## config.mk

```make
export PLATFORM = sky130hd
export DESIGN_NAME = pixel_similarity_counter
export DESIGN_NICKNAME = d
export VERILOG_FILES = /design/src/psc_pkg.sv /design/src/psc_front.sv /design/src/psc_queue.sv /design/src/psc_back.sv /design/src/pixel_similarity_counter.sv
export SDC_FILE = /design/constraint.sdc
export NUM_CORES = 1
export LEC_CHECK = 0
export BUFFER_PORTS_ARGS = -buffer_cell sky130_fd_sc_hd__buf_2
export CORE_MARGIN = 8
export CORE_UTILIZATION = 35
export DETAILED_ROUTE_END_ITERATION = 8
export SLEW_MARGIN = 10
export SYNTH_ARGS = -nofsm -noshare
export SYNTH_HDL_FRONTEND = slang
export SYNTH_SLANG_ARGS = --single-unit
```

## constraint.sdc

```tcl
create_clock -name clk -period 4.15 [get_ports clk]
set_clock_uncertainty 0.05 [all_clocks]
set_input_delay 0.6225 -clock clk [delete_from_list [all_inputs] [get_ports clk]]
set_output_delay 0.6225 -clock clk [all_outputs]
set_load 0.05 [all_outputs]
```

## src/psc_pkg.sv

```systemverilog
`timescale 1ns / 1ps

package psc_pkg;

	localparam int COUNT_BITS  = 24;
	localparam int THRESH_W    = 10;
	localparam int FRAC_BITS   = 16;
	localparam int SIM_W       = FRAC_BITS + 1;
	localparam int QUEUE_DEPTH = 4;
	localparam int QPTR_W      = $clog2(QUEUE_DEPTH);
	localparam int QCNT_W      = $clog2(QUEUE_DEPTH + 1);
	localparam int PADDR_W     = 3;
	localparam int PDATA_W     = 32;

	localparam logic [COUNT_BITS-1:0] COUNT_MAX      = '1;
	localparam logic [THRESH_W-1:0]   THRESH_RESET   = THRESH_W'(1);
	localparam logic [SIM_W-1:0]      SIM_ONE        = SIM_W'(1) << FRAC_BITS;
	localparam logic                  REG_MATCH_THRESHOLD = 1'b0;

	typedef struct packed {
		logic [7:0] first_red;
		logic [7:0] first_green;
		logic [7:0] first_blue;
		logic [7:0] second_red;
		logic [7:0] second_green;
		logic [7:0] second_blue;
		logic       final_pixel;
	} pix_in_t;

	typedef struct packed {
		logic             pixel_differs;
		logic [SIM_W-1:0] similarity;
		logic             image_done;
	} pix_out_t;

	typedef struct packed {
		logic                  differs;
		logic                  last;
		logic [COUNT_BITS-1:0] same_total;
		logic [COUNT_BITS-1:0] pixel_total;
	} psc_entry_t;

	typedef struct packed {
		logic full;
		logic empty;
	} psc_qstat_t;

endpackage

```

## src/psc_front.sv

```systemverilog
`timescale 1ns / 1ps

module psc_front
	import psc_pkg::*;
(
	input  logic                clk,
	input  logic                arst_n,
	input  logic                in_valid,
	output logic                in_stall,
	input  pix_in_t             in_data,
	input  logic [THRESH_W-1:0] match_threshold,
	input  psc_qstat_t          qstat,
	output logic                push,
	output psc_entry_t          push_entry
);

	logic [COUNT_BITS-1:0] same_total_q;
	logic [COUNT_BITS-1:0] pixel_total_q;
	logic [COUNT_BITS-1:0] same_next;
	logic [COUNT_BITS-1:0] pixel_next;
	logic [7:0]            d_red;
	logic [7:0]            d_green;
	logic [7:0]            d_blue;
	logic [THRESH_W-1:0]   sad;
	logic                  same;

	function automatic logic [7:0] abs_diff(input logic [7:0] a, input logic [7:0] b);
		return (a >= b) ? (a - b) : (b - a);
	endfunction

	assign in_stall = qstat.full;
	assign push     = in_valid && !qstat.full;

	always_comb begin
		d_red      = abs_diff(in_data.first_red, in_data.second_red);
		d_green    = abs_diff(in_data.first_green, in_data.second_green);
		d_blue     = abs_diff(in_data.first_blue, in_data.second_blue);
		sad        = THRESH_W'(d_red) + THRESH_W'(d_green) + THRESH_W'(d_blue);
		same       = sad < match_threshold;
		pixel_next = (pixel_total_q == COUNT_MAX) ? COUNT_MAX : pixel_total_q + 1'b1;
		same_next  = same_total_q;
		if (same && same_total_q != COUNT_MAX) begin
			same_next = same_total_q + 1'b1;
		end
		push_entry.differs     = !same;
		push_entry.last        = in_data.final_pixel;
		push_entry.same_total  = same_next;
		push_entry.pixel_total = pixel_next;
	end

	always_ff @(posedge clk or negedge arst_n) begin
		if (!arst_n) begin
			same_total_q  <= '0;
			pixel_total_q <= '0;
		end else if (push) begin
			if (in_data.final_pixel) begin
				same_total_q  <= '0;
				pixel_total_q <= '0;
			end else begin
				same_total_q  <= same_next;
				pixel_total_q <= pixel_next;
			end
		end
	end

endmodule

```

## src/psc_queue.sv

```systemverilog
`timescale 1ns / 1ps

module psc_queue
	import psc_pkg::*;
(
	input  logic       clk,
	input  logic       arst_n,
	input  logic       push,
	input  psc_entry_t push_entry,
	input  logic       pop,
	output psc_entry_t head,
	output psc_qstat_t qstat
);

	psc_entry_t        mem_q [QUEUE_DEPTH];
	logic [QPTR_W-1:0] wr_ptr_q;
	logic [QPTR_W-1:0] rd_ptr_q;
	logic [QCNT_W-1:0] count_q;

	assign head        = mem_q[rd_ptr_q];
	assign qstat.full  = count_q == QCNT_W'(QUEUE_DEPTH);
	assign qstat.empty = count_q == '0;

	always_ff @(posedge clk) begin
		if (push) begin
			mem_q[wr_ptr_q] <= push_entry;
		end
	end

	always_ff @(posedge clk or negedge arst_n) begin
		if (!arst_n) begin
			wr_ptr_q <= '0;
			rd_ptr_q <= '0;
			count_q  <= '0;
		end else begin
			if (push) begin
				wr_ptr_q <= wr_ptr_q + 1'b1;
			end
			if (pop) begin
				rd_ptr_q <= rd_ptr_q + 1'b1;
			end
			if (push && !pop) begin
				count_q <= count_q + 1'b1;
			end else if (pop && !push) begin
				count_q <= count_q - 1'b1;
			end
		end
	end

endmodule

```

## src/psc_back.sv

```systemverilog
`timescale 1ns / 1ps

module psc_back
	import psc_pkg::*;
(
	input  logic       clk,
	input  logic       arst_n,
	input  psc_qstat_t qstat,
	input  psc_entry_t head,
	output logic       pop,
	output logic       out_valid,
	input  logic       out_stall,
	output pix_out_t   out_data
);

	typedef enum logic [2:0] {
		ST_IDLE = 3'b001,
		ST_DIV  = 3'b010,
		ST_DONE = 3'b100
	} state_t;

	localparam int CNT_W = $clog2(SIM_W);

	state_t                state_q;
	logic [CNT_W-1:0]      cnt_q;
	logic                  out_valid_q;
	pix_out_t              out_data_q;
	logic [COUNT_BITS:0]   rem_q;
	logic [COUNT_BITS-1:0] div_q;
	logic [SIM_W-1:0]      quo_q;
	logic                  differs_q;
	logic                  out_free;
	logic [COUNT_BITS+1:0] trial;
	logic                  ge;
	logic [COUNT_BITS:0]   rem_next;

	assign out_valid = out_valid_q;
	assign out_data  = out_data_q;
	assign out_free  = !out_valid_q || !out_stall;
	assign pop       = (state_q == ST_IDLE) && !qstat.empty && out_free;

	always_comb begin
		trial    = {1'b0, rem_q} - {2'b00, div_q};
		ge       = !trial[COUNT_BITS+1];
		rem_next = ge ? trial[COUNT_BITS:0] : rem_q;
	end

	always_ff @(posedge clk or negedge arst_n) begin
		if (!arst_n) begin
			state_q     <= ST_IDLE;
			cnt_q       <= '0;
			out_valid_q <= 1'b0;
		end else begin
			if (out_valid_q && !out_stall) begin
				out_valid_q <= 1'b0;
			end
			case (state_q)
				ST_IDLE: begin
					if (pop) begin
						if (head.last) begin
							state_q <= ST_DIV;
							cnt_q   <= '0;
						end else begin
							out_valid_q <= 1'b1;
						end
					end
				end
				ST_DIV: begin
					cnt_q <= cnt_q + 1'b1;
					if (cnt_q == CNT_W'(SIM_W - 1)) begin
						state_q <= ST_DONE;
					end
				end
				ST_DONE: begin
					if (out_free) begin
						out_valid_q <= 1'b1;
						state_q     <= ST_IDLE;
					end
				end
				default: begin
					state_q <= ST_IDLE;
				end
			endcase
		end
	end

	always_ff @(posedge clk) begin
		case (state_q)
			ST_IDLE: begin
				if (pop) begin
					differs_q <= head.differs;
					rem_q     <= {1'b0, head.same_total};
					div_q     <= head.pixel_total;
					quo_q     <= '0;
					if (!head.last) begin
						out_data_q.pixel_differs <= head.differs;
						out_data_q.similarity    <= '0;
						out_data_q.image_done    <= 1'b0;
					end
				end
			end
			ST_DIV: begin
				rem_q <= {rem_next[COUNT_BITS-1:0], 1'b0};
				quo_q <= {quo_q[SIM_W-2:0], ge};
			end
			ST_DONE: begin
				if (out_free) begin
					out_data_q.pixel_differs <= differs_q;
					out_data_q.similarity    <= quo_q;
					out_data_q.image_done    <= 1'b1;
				end
			end
			default: begin
			end
		endcase
	end

endmodule

```

## src/pixel_similarity_counter.sv

```systemverilog
`timescale 1ns / 1ps

// channel  direction  payload    handshake
// in       input      pix_in_t   in_valid / in_stall
// out      output     pix_out_t  out_valid / out_stall
// cfg      input      APB        psel / penable / pwrite / pready
//
// A pixel pair is taken each cycle while the four-entry queue has room.
// A plain pair moves from the queue head to the output register when that is free.
// A final pair runs a restoring divider, one quotient bit a cycle: it leaves once all
// quotient bits are in and the output is free, and the next entry is taken after that.
// Reset clears the counters, the queue and the output valid; threshold resets to 1.
// Output stall holds the result register; input stall rises only on a full queue.

module pixel_similarity_counter
	import psc_pkg::*;
(
	input  logic               clk,
	input  logic               arst_n,
	input  logic               in_valid,
	output logic               in_stall,
	input  pix_in_t            in_data,
	output logic               out_valid,
	input  logic               out_stall,
	output pix_out_t           out_data,
	input  logic               psel,
	input  logic               penable,
	input  logic               pwrite,
	input  logic [PADDR_W-1:0] paddr,
	input  logic [PDATA_W-1:0] pwdata,
	output logic [PDATA_W-1:0] prdata,
	output logic               pready
);

	logic [THRESH_W-1:0] threshold_q;
	logic                push;
	logic                pop;
	psc_entry_t          push_entry;
	psc_entry_t          head;
	psc_qstat_t          qstat;

	assign pready = 1'b1;
	assign prdata = (paddr[2] == REG_MATCH_THRESHOLD) ? PDATA_W'(threshold_q) : '0;

	always_ff @(posedge clk or negedge arst_n) begin
		if (!arst_n) begin
			threshold_q <= THRESH_RESET;
		end else if (psel && penable && pwrite && pready
			&& paddr[2] == REG_MATCH_THRESHOLD) begin
			threshold_q <= pwdata[THRESH_W-1:0];
		end
	end

	psc_front u_front (
		.clk             (clk),
		.arst_n          (arst_n),
		.in_valid        (in_valid),
		.in_stall        (in_stall),
		.in_data         (in_data),
		.match_threshold (threshold_q),
		.qstat           (qstat),
		.push            (push),
		.push_entry      (push_entry)
	);

	psc_queue u_queue (
		.clk        (clk),
		.arst_n     (arst_n),
		.push       (push),
		.push_entry (push_entry),
		.pop        (pop),
		.head       (head),
		.qstat      (qstat)
	);

	psc_back u_back (
		.clk       (clk),
		.arst_n    (arst_n),
		.qstat     (qstat),
		.head      (head),
		.pop       (pop),
		.out_valid (out_valid),
		.out_stall (out_stall),
		.out_data  (out_data)
	);

	a_sim_zero_mid: assert property (@(posedge clk) disable iff (!arst_n)
		out_valid && !out_data.image_done |-> out_data.similarity == '0)
		else $error("similarity nonzero on a non-final result");

	a_sim_range: assert property (@(posedge clk) disable iff (!arst_n)
		out_valid |-> out_data.similarity <= SIM_ONE)
		else $error("similarity above one");

	a_no_overflow: assert property (@(posedge clk) disable iff (!arst_n)
		qstat.full |-> !push || pop)
		else $error("push into full queue");

	a_no_underflow: assert property (@(posedge clk) disable iff (!arst_n)
		pop |-> !qstat.empty)
		else $error("pop from empty queue");

endmodule
```

# Word-level counts from Yosys, hierarchy flattened
# Memory sizes are Yosys's and may differ from the RTL's.
# Cells that the tools add are included.
[word_totals]
word_cells = 112
register_bits = 160
ram_bits = 200
rom_bits = 0
latchBits = 0
memories = 1
output_inout_bits = 54
inputBits = 91
[memory_table]
columns = ["memory", "depth", "word_bits", "read_ports", "rd_clocked_by_memory_dff", "write_ports", "line", "text"]
rows = [
  ["u_queue.mem_q", 4, 50, 1, 0, 1, "psc_queue.sv:15", "psc_entry_t mem_q [QUEUE_DEPTH];"],
]
[classes]
n_reduce_logical = 28
div_mod_pow = 0
n_mul = 0
n_addsub = 16
bitwise = 1
n_eq_ne = 12
shifts = 0
n_mux = 34
order_cmp = 4
[op_table]
columns = ["op", "n"]
rows = [
  ["$mux W24", 5],
  ["$mux W19", 3],
  ["$pmux W25 S2", 1],
  ["$add A24 B1 Y24 const B", 2],
  ["$sub A8 B8 Y8", 6],
  ["$pmux W19 S2", 1],
  ["$pmux W17 S2", 1],
  ["$sub A25 B24 Y26", 1],
  ["$mux W25", 1],
  ["$eq A24 B24 Y1 const B", 1],
  ["$ge A8 B8 Y1", 3],
  ["$mux W8", 3],
  ["$ne A24 B24 Y1 const B", 1],
  ["$mux W3", 6],
  ["$mux W17", 1],
  ["$add A10 B8 Y10", 1],
  ["$logic_and A1 B1 Y1", 10],
  ["$lt A10 B10 Y1", 1],
  ["$mux W10", 1],
  ["$mux W5", 2],
  ["$pmux W5 S2", 1],
  ["$add A8 B8 Y9", 1],
  ["$pmux W3 S3", 1],
  ["$logic_not A1 Y1", 8],
  ["19 further kinds", 33],
]

# Depth between registers and ports, before layout
[depth]
ltp_word = 8
mapped_depth = 33
depth_no_buf = 32

# Modules after synthesis
# A second synthesis with hierarchy kept.
[unflattened]
hier_cells = 1614
hier_area_um2 = 19611.3
[modules_own_cells]
columns = ["module", "seq_area_each_um2", "cells_per_inst", "instances", "area_per_inst_um2"]
rows = [
  ["psc_queue", 6180.9, 296, 1, 7669.9],
  ["psc_front", 1201.2, 795, 1, 6112.1],
  ["psc_back", 2808.9, 465, 1, 5146.2],
  ["pixel_similarity_counter", 251.5, 58, 1, 683.2],
]

# Worst setup path after synthesis
# OpenSTA, ideal clock, no wires.
[synth_path]
path_type = "input to register"
startpoint = "input in_data[33] in the netlist's numbering"
endpoint = "memory u_queue.mem_q[0][44] in the netlist's numbering, data pin"
required_ns = 3.827
path_stages = 30
n_path_buf = 0
setup_slack_ns = -2.381
arrival_ns = 6.209
setup_ns = 0.273
cell_sequence = "inv_1 -> ha_1 -> inv_1 -> fa_1 -> a21o_1 -> a21oi_1 -> a21oi_1 -> o21a_1 -> o211ai_1 -> nand2_1 -> mux2_2 -> inv_1 -> fa_1 -> inv_1 -> ha_1 -> a21o_1 -> a21oi_1 -> o21bai_1 -> a21oi_1 -> o21bai_1 -> a21oi_1 -> xnor2_1 -> ha_1 -> a21o_1 -> a21o_2 -> a21o_2 -> a2111oi_4 -> and2_1 -> nand2_1 -> xnor2_1"
[synth_lines]
columns = ["element", "line", "text"]
rows = [
  ["from (decl)", "pixel_similarity_counter.sv:22", "input pix_in_t in_data,"],
  ["to (decl)", "psc_queue.sv:15", ""],
]

==> summary.md <==
| Metric | Value |
|---|---|
| Antenna Cells | 0 |
| Area Growth Syn to Fin | 22.4% |
| Routed WL | 42100 um |
| Syn_area_per_cell | 12.5 um^2 |
| Fmax | 171 MHz |
| EDFF count, synth | 286 |
| WL/cell | 16.9 um |
| Die Span Y | 249 um |
| Slew margin rel. | 28.6% |
| Die area | 62100 um^2 |
| CTS Hold Bufs | 0 |
| Filler cells | 4983 |
| Final slew viol count | 0 |
| Worst setup EP type | flop |
| Post-DP Area | 21400 um^2 |
| R2R Setup Slk | 450 ps |
| Num ports | 145 |
| LEAKAGE | 9.94 nW |
| RSZ-0062 raised after global routing | yes |
| Largest net degree at the start of global routing | 65 |
| First-pass GRT wire length | 67900 um |
| Root Driver | clkbuf_16 |
| Htree depth | 2 |
| Seq cells post-synth | 360 |
| Num Clock Sinks | 360 |
| Synth Warn # | 0 |
| Clock Pin Slew Worst Setup and Hold Paths | 60 ps |
| CTS tree | built |
| CTS max path bufs | 3 |
| Clock Latency Late Sink | 550 ps |
| Class of the worst hold path | input port to asynchronous set/reset pin |
| Port bufs | 97 |
| CP required | 4390 ps |
| Global route overflow | 0 |
| Failing checks | setup timing |
| FF+latch area | 10400 um^2 |
| Crit Path Category | input port to flop |
| Final min period | 5840 ps |
| Crit path launch | in_data[41] |
| Worst slack, placed | -2390 ps |
| Cell count after placement | 2395 |
| Status | finished, violations left |
| Distinct cell type count after synthesis | 76 |
| Post-synthesis sequential area ratio | 54.9% |
| Worst path slowest cell | ha_1 |
| Final hold slack | 162 ps |
| Vias | 12.3k |
| Area of the multi-input gates | 8310 um^2 |
| Dominant synthesized flop cell | edfxtp_1 |
| FFs w/ async S/R, synth | 20.6% |
| Vias per std cell | 4.95 |
| CTS Buf Count | 40 |
| R2r endpoint | u_queue.mem_q[0][35]$_DFFE_PP_ |
| Crit-path max FO | 7 |
| GRT Resource Usage Total | 13.3% |
| Placer Congestion | 0.801 |
| Final std cells w/o fill | 2490 |
| Vias in the first global route | 13.0k |
| Die Wd | 249 um |
| Core footprint | 53800 um^2 |
| Antenna Violating Nets Remaining | 0 |
| Maximum vdd drop | 388 uV |
| Row cnt | 85 |
| CP Data Arrival Time | 6080 ps |
| FF-to-FF path depth | 11 |
| Initial drt markers | 635 |
| Final Hold Viols | 0 |
| DR DRC count | 0 |
| Worst r2r src | u_front.same_total_q[11]$_DFFE_PN0P_ |
| Cell area after synthesis | 19000 um^2 |
| Final worst path period share | 141% |
| TNS Setup | -193490 ps |
| Final Setup Violations | 124 |
| CP most frequent cell | a21oi_2 |
| Max cap viols | 0 |
| Initial Utilization | 35.4% |
| Pwr Density | 728 nW/um^2 |
| Initial antenna violation count | 0 |
| Cell count after synthesis | 1528 |
| CP startpoint kind | input port |
| CP max stage delay | 350 ps |
| Drt pass-1 iters | 5 |
| Slew @ Worst Pin | 1070 ps |
| Crit path capture | u_queue.mem_q[0][44]$_DFFE_PP_ |
| Nets@finish | 1966 |
| Fin area | 23300 um^2 |
| Proportion of layout cells with a drive suffix above 1 | 28.0% |
| HPWL Detailed | 29900 um |
| Final worst slack | -1690 ps |
==> how the worst min path moves through the flow <==
stage / startpoint / end
5_1_grt: arst_n / u_back.state_q[2]$_DFFE_PN0P_
2_1_floorplan: arst_n / threshold_q[1]$_DFFE_PN0P_
3_5_place_dp: u_queue.count_q[2]$_DFFE_PN0P_ / u_queue.count_q[2]$_DFFE_PN0P_
4_1_cts: arst_n / u_back.out_valid$_DFF_PN0_
6_report: arst_n / u_back.out_valid$_DFF_PN0_
3_3_place_gp: u_queue.count_q[2]$_DFFE_PN0P_ / u_queue.count_q[2]$_DFFE_PN0P_
==> placed cells by master (no fill, tap or decap), drive strengths merged, types with 67 or more instances in the layout <==
cell type,netlist,layout
nor2,67,67
buf,40,259
o21ai,67,67
edfxtp,286,286
a21oi,127,127
xnor2,67,67
ha,103,103
nand2,89,89
inv,125,127
dfrtp,72,72
==> cells by family (layout without fill, tap and decap cells) <==
kind of cell / count (synthesis) / after routing / share of synthesized area, %
buf+inv: 213 / 458 / 4.91
fa+ha+maj: 113 / 113 / 7.82
xor+xnor: 101 / 101 / 4.65
simple gates: 300 / 300 / 8.09
other cells: 2 / 23 / 0.0395
mux: 79 / 79 / 7.55
flops: 360 / 360 / 54.9
compound gates: 360 / 360 / 12.1
==> sequential cells by signal (all words and copies together), names as in the netlist, 5 cells and up <==
signal and count:
u_queue.mem_q 200, u_back.rem_q 25, u_back.div_q 24, u_front.pixel_total_q 24, u_front.same_total_q 24, u_back.out_data 19, u_back.quo_q 17, threshold_q 10
u_back.cnt_q 5
==> repair_timing <==
action,in CTS,in global routing
endpoints found under the setup margin,124,124
pin swaps,29,24
setup buffers,17,6
resized for setup,52,23
endpoints found under the hold margin,0,0
gates cloned,1,0
==> cell usage after synthesis, types with 3 or more instances <==
library cell	instances	share of area (%)
a211oi_1	6	0.24
a21o_1	37	1.5
a21oi_1	126	3.3
a22o_1	5	0.23
a31o_2	7	0.32
a31oi_1	23	0.76
a41oi_1	9	0.41
and2_1	47	1.5
and3_1	17	0.56
and4_1	6	0.28
buf_1	8	0.16
buf_2	7	0.18
buf_4	23	0.91
clkbuf_1	45	0.89
dfrtp_1	72	9.5
edfxtp_1	286	45
fa_1	10	1.1
ha_1	103	6.8
inv_1	124	2.4
mux2_2	15	0.89
mux2i_1	13	0.68
mux4_2	50	5.9
nand2_1	89	1.8
nand2b_1	12	0.39
nand3_1	17	0.45
nand4_1	9	0.30
nor2_1	66	1.3
nor2b_1	5	0.16
nor3_1	6	0.16
nor3b_1	3	0.12
o211ai_1	6	0.24
o21a_1	9	0.36
o21ai_0	66	1.7
o21bai_1	23	0.91
o22a_1	6	0.28
o31ai_1	18	0.71
o41ai_1	3	0.14
xnor2_1	67	3.1
xor2_1	34	1.6
==> worst max-delay path: cells and delay by family <==
family / cells / cell delay [ps]
AO/OA/AOI/OAI: 13 / 2210
XOR/XNOR: 4 / 690
adder cells (fa/ha/maj): 5 / 1430
buffers and inverters: 6 / 680
AND/OR/NAND/NOR: 4 / 440
==> per-layer routing <==
layer	part of all wire (%)	GRT usage (%)	vias to the layer above
met1	43	15.9	6014
met5	0	0	-
li1	-	-	6031
met3	3.8	1.99	59
met2	51	24.0	225
met4	2.7	4.65	0
==> area by class of cell <==
type	count	area share [%]
Multi-Input combinational cell	976	35.7
Clock inverter	29	1.59
Clock buffer	45	4.42
Timing Repair Buffer	259	7.64
Sequential cell	360	44.9
Tap cell	696	3.74
Inverter	125	2.08
==> power breakdown <==
| part | leakage [nW] | switching, mW | internal, mW |
|---|---|---|---|
| Clock | 0.693 | 1.47 | 2.25 |
| Combinational | 5.40 | 4.42 | 3.24 |
| Sequential | 3.85 | 0.398 | 5.18 |
==> through the flow <==
stage / util, % / power, mW
finish: 43.3 / 17.0
CTS: 43.0 / 17.1
detailed placement: 39.7 / 13.2
floorplan: - / 11.0
global placement: 39.7 / 13.0
global route: 43.3 / 18.1
No activity file was read; power rests on OpenSTA's default activity.
